## src/hdl/rsrb_pkg.sv

```systemverilog
// rsrb_pkg: shared types and constants of the rtp sequence reorder buffer
// used by every module under hdl; no dependencies
package rsrb_pkg;

  localparam int DEF_LOSS_LIMIT  = 15000;
  localparam int DEF_SLOT_COUNT  = 16384;
  localparam int DEF_HANDLE_BITS = 16;

  localparam int MS_PER_S = 1000;

  localparam logic [7:0] RST_MAX_HELD    = 8'd5;
  localparam logic [7:0] RST_MAX_WAIT    = 8'd1;
  localparam logic [7:0] RST_MAX_SILENCE = 8'd10;

  typedef enum logic [1:0] {
    MODE_PUSH  = 2'd0,
    MODE_POP   = 2'd1,
    MODE_CLEAR = 2'd2,
    MODE_NONE  = 2'd3
  } mode_t;

  typedef enum logic [2:0] {
    ST_STORED  = 3'd0,
    ST_FLUSHED = 3'd1,
    ST_DROPPED = 3'd2,
    ST_POPPED  = 3'd3,
    ST_NONE    = 3'd4,
    ST_CLEARED = 3'd5
  } status_t;

  typedef enum logic [1:0] {
    REG_MAX_HELD    = 2'd0,
    REG_MAX_WAIT    = 2'd1,
    REG_MAX_SILENCE = 2'd2,
    REG_UNUSED      = 2'd3
  } reg_idx_t;

  typedef enum logic [2:0] {
    S_CLR,
    S_IDLE,
    S_MODW,
    S_DECIDE,
    S_RESTART,
    S_SCAN,
    S_EMIT
  } state_t;

endpackage

```

## src/hdl/rsrb_slot_mod.sv

```systemverilog
// rsrb_slot_mod: remainder of a sequence number by the slot count
// reciprocal multiply for the registered quotient, then multiply and subtract into the registered slot; uses rsrb_pkg
module rsrb_slot_mod #(
  parameter int SLOT_COUNT = rsrb_pkg::DEF_SLOT_COUNT
) (
  input  logic                          clk,
  input  logic                          rst,
  input  logic                          start,
  input  logic [15:0]                   value,
  output logic                          done,
  output logic [$clog2(SLOT_COUNT)-1:0] slot
);
  import rsrb_pkg::*;

  localparam int SW = $clog2(SLOT_COUNT);
  localparam int SH = 16 + SW;
  localparam longint unsigned RECIP_FULL =
    ((64'd1 << SH) + 64'(SLOT_COUNT) - 64'd1) / 64'(SLOT_COUNT);
  localparam logic [16:0] RECIP   = 17'(RECIP_FULL);
  localparam logic [16:0] DIVISOR = 17'(SLOT_COUNT);

  logic [32:0] prod;
  logic [15:0] q;
  logic [15:0] val_r;
  logic [31:0] back_prod;
  logic [15:0] rem;
  logic        busy;

  assign prod      = 33'(value) * 33'(RECIP);
  assign back_prod = 32'(q) * 32'(DIVISOR);
  assign rem       = val_r - back_prod[15:0];

  always_ff @(posedge clk) begin
    if (rst) begin
      busy <= 1'b0;
      done <= 1'b0;
    end else begin
      busy <= start;
      done <= busy;
      if (start) begin
        q     <= 16'(prod >> SH);
        val_r <= value;
      end
      if (busy) begin
        slot <= SW'(rem);
      end
    end
  end

endmodule

```

## config.mk

```make
export PLATFORM = sky130hd
export DESIGN_NAME = rsrb_slot_mod
export DESIGN_NICKNAME = d
export VERILOG_FILES = /design/src/hdl/rsrb_pkg.sv /design/src/hdl/rsrb_slot_mod.sv
export SDC_FILE = /design/constraint.sdc
export NUM_CORES = 1
export LEC_CHECK = 0
export BUFFER_PORTS_ARGS = -buffer_cell sky130_fd_sc_hd__buf_2
export CAP_MARGIN = 5
export CELL_PAD_IN_SITES_DETAIL_PLACEMENT = 1
export CELL_PAD_IN_SITES_GLOBAL_PLACEMENT = 1
export CORE_ASPECT_RATIO = 1.25
export CORE_MARGIN = 5
export CORE_UTILIZATION = 38
export CTS_CLUSTER_DIAMETER = 50
export CTS_CLUSTER_SIZE = 16
export DETAILED_ROUTE_END_ITERATION = 16
export PLACE_DENSITY_LB_ADDON = 0.1
export SLEW_MARGIN = 20
export SYNTH_ARGS = -nofsm -noshare
export SYNTH_HDL_FRONTEND = slang
export SYNTH_SLANG_ARGS = --single-unit
```

## constraint.sdc

```tcl
create_clock -name clk -period 1.95 [get_ports clk]
set_clock_uncertainty 0.2 [all_clocks]
set_input_delay 0.2925 -clock clk [delete_from_list [all_inputs] [get_ports clk]]
set_output_delay 0.2925 -clock clk [all_outputs]
set_load 0.005 [all_outputs]
```

## After elaboration in Yosys (flattened, before gate mapping)

Cells that the tools add are included.

| operators by class | value |
|---|---|
| add/sub/neg operators | 1 |
| bitwise gates (word level) | 1 |
| reduce and logical (&&, ||, !) cells | 2 |

Operators with widths:

| kind | count |
|---|---|
| $sub 14x1->14 const B | 1 |
| $reduce_and 2->1 | 2 |
| $not 1->1 | 1 |

| word-level totals | value |
|---|---|
| register bits after elaboration | 30 |
| bits of input ports | 19 |
| output and inout port bits | 15 |
| logic and storage cells | 8 |

## Depth between registers and ports, before layout

| logic depth | value |
|---|---|
| depth after elaboration | 2 |
| gate-level depth with buffers | 1 |
| mapped depth without buffers | 1 |

## Least setup slack after synthesis

Ideal clock, no wire load.

| timing | value |
|---|---|
| path type | register to register |
| from | register busy |
| to | register slot[0], enable pin |
| arrival | 0.981 ns |
| data required time | 1.364 ns |
| setup slack | 0.383 ns |
| stages on the path, launching flop included | 2 |
| path buffers | 0 |
| period minus slack after synthesis | 1.567 ns |
| cell sequence | dfxtp_1 nor2b_1 |

| on the way | value |
|---|---|
| longest elaborated chain between the ends | 1 |

RTL lines:

| item | line | RTL |
|---|---|---|
| from (decl) | rsrb_slot_mod.sv:27 | `logic busy;` |
| from (signal assigned) | rsrb_slot_mod.sv:38 | `busy <= start;` |
| $reduce_and 2->1 (no source line) | - |  |
| to (signal assigned) | rsrb_slot_mod.sv:45 | `slot <= SW'(rem);` |
| to (decl) | rsrb_slot_mod.sv:11 | `output logic [$clog2(SLOT_COUNT)-1:0] slot` |

Every way passes these cells.
A chain may end at the register's enable or synchronous reset.

## Worst setup path in the final report

| timing | value |
|---|---|
| from | input port rst |
| to | register val_r[13], enable pin |

| on the way | value |
|---|---|
| longest elaborated chain between the ends | 2 |

RTL lines:

| item | line | RTL |
|---|---|---|
| from (decl) | rsrb_slot_mod.sv:7 | `input logic rst,` |
| $not 1->1 (no source line) | - |  |
| $reduce_and 2->1 (no source line) | - |  |
| to (signal assigned) | rsrb_slot_mod.sv:42 | `val_r <= value;` |
| to (decl) | rsrb_slot_mod.sv:24 | `logic [15:0] val_r;` |

Every way passes these cells.

==> flow_metrics.tcl <==
set metrics [dict create \
    synth_nets 53 \
    rsz0062_at_grt "false" \
    worstPathRequired_ns 1.78 \
    htreeDepth 2 \
    top_layer "met4" \
    row_count 19 \
    die_w_um 53.7 \
    root_buffer "clkbuf_4" \
    synthDistinctLibCells 3 \
    die-area_um2 3470 \
    drt-initial-drc-count 3 \
    power.internal_w 0.000950 \
    dr.pass1.iters 2 \
    grt_usage_pct 11.1 \
    vias 501 \
    fin_util_pct 60.0 \
    grt_pass1_wl_um 2520 \
    ant_nets 0 \
    drt-met1-wl_um 498 \
    seq_area_frac_synth_pct 97.2 \
    hold_class "flip-flop to flip-flop" \
    wl_um 1630 \
    drc_errors 0 \
    avgSynthCellArea_um2 26.6 \
    clock_power_share_pct 31.5 \
    wire_per_inst_um 13.2 \
    ys_seq_elements 30 \
    place_congestion 0.669 \
    fin_crit_ns 1.50 \
    finalSetupViolCount 0 \
    finalHoldViolations 0 \
    cts_tree "yes" \
    maxCapViolations 0 \
    antenna_cells 0 \
    coreArea_um2 2230 \
    ios 34 \
    tightest_slew_ns 0.175 \
    wl_met3_um 99 \
    ys.warnings.count 0 \
    met2_length_um 999 \
    initial_core_util_pct 40.5 \
    overflow 0 \
    first_global_vias 573 \
    antenna_found_initial 0 \
    leakagePower_nw 0.523 \
    switchingPower_w 0.000218 \
    cts_buffer_depth 2 \
    clkSlewWorstSetupHoldPaths_ns 0.09 \
    cts_buffers 5 \
    start_kind "input port" \
    period_share_pct 77.1 \
    yosys-top-cells-area "edfxtp_1 93%, dfxtp_1 4.4%, nor2b_1 2.8%" \
    ir_drop_mv 0.598 \
    tns_ns 0 \
    synthCells 34 \
    die_h_um 64.6 \
    max_clock_freq_mhz 665 \
    clk_latency_ns 0.31 \
    crit_arrival_ns 1.33 \
    layout_common_cells "31 x buf_2, 28 x edfxtp_1, 16 x dlygate4sd3_1" \
    status "finished clean" \
    fin_nets 110 \
    power.total_w 0.00117 \
    slew_violations 0 \
    synthDominantAreaCellType "edfxtp_1" \
    clock_sinks 30 \
    pwr-share-comb_pct 5.2 \
    swShare_pct 18.6 \
    cp-end-kind "flip-flop" \
    vias_per_cell 4.07 \
    syn2layout_area_growth_pct 48.1 \
    final_common_cell "buf_2" \
    seqPwrFrac_pct 63.3 \
    syn_area_um2 906 \
    p_per_area_nw_per_um2 870 \
    relSlewSlack_pct 88.4 \
    critPathKind "input port to flip-flop" \
    yosysTopAreaCellShare_pct 92.8 \
    portBuffers 31 \
    holdWs_ns 0.216 \
    drive_gt1_share_pct 43.5 \
    grt_max_degree 15 \
    crit_path_max_fanout 8 \
]
-- power groups by stage --
stage	Sequential [W]	Combinational [W]	Clock (W)
detailed placement	0.000754	0.0000363	0
global placement	0.000752	0.0000352	0
global route	0.000741	0.0000670	0.000422
finish	0.000739	0.0000613	0.000367
floorplan	0.000752	0.00000919	0
CTS	0.000739	0.0000614	0.000380
-- worst max-delay path, stage by stage --
cell	delay, ns
dlygate4sd3_1	0.53
buf_2	0.14
nor2b_1	0.17
buf_4	0.20
-- Yosys cell counts --
master,number
dfxtp_1,2
edfxtp_1,28
nor2b_1,4
-- path summary, 6_finish.rpt --
path | start | end | slack, ns | depth (start not counted)
setup reg to reg | busy | slot[10] | 0.78 | 2
setup / recovery | rst | val_r[13] | 0.45 | 4
hold / removal | val_r[3] | slot[3] | 0.22 | 0
hold reg to reg | val_r[3] | slot[3] | 0.22 | 0
-- state kept, by name (all words and copies together) (netlist names) --
register / count
val_r: 14
slot: 14
done: 1
busy: 1
-- through the flow --
step | instances | worst slack [ns] | cell area, um2
floorplan | 34 | 0.383 | 906
global placement | 99 | 0.689 | 1120
detailed placement | 99 | 0.675 | 1120
CTS | 123 | 0.439 | 1340
global route | 123 | 0.403 | 1340
finish | 123 | 0.446 | 1340
-- logic make-up (layout without fill, tap and decap cells) --
logic type | after synthesis | count (layout) | synth area share, %
DFF | 30 | 30 | 97.2
and+or+nand+nor | 4 | 4 | 2.76
buffers and inverters | 0 | 58 | 0
-- layout make-up --
class,instances,area [um2]
clock buffers,8,58.8
fillers,226,893
multi-input cells,4,25.0
flip-flops and latches,30,881
well taps,31,38.8
repair buffers,50,338
-- what timing repair did --
item / CTS / global route
setup buffers: 0 / 0
gates resized for setup: 0 / 0
endpoints found under the hold margin: 16 / 0
hold buffers: 16 / 0
-- layer usage --
metal	global-route usage, %	up-vias
met2	21.2	24
met4	6.71	0
met3	4.82	4
met5	0	-
li1	-	243
met1	8.24	230
Note: power is estimated with default switching activity, not from simulation.
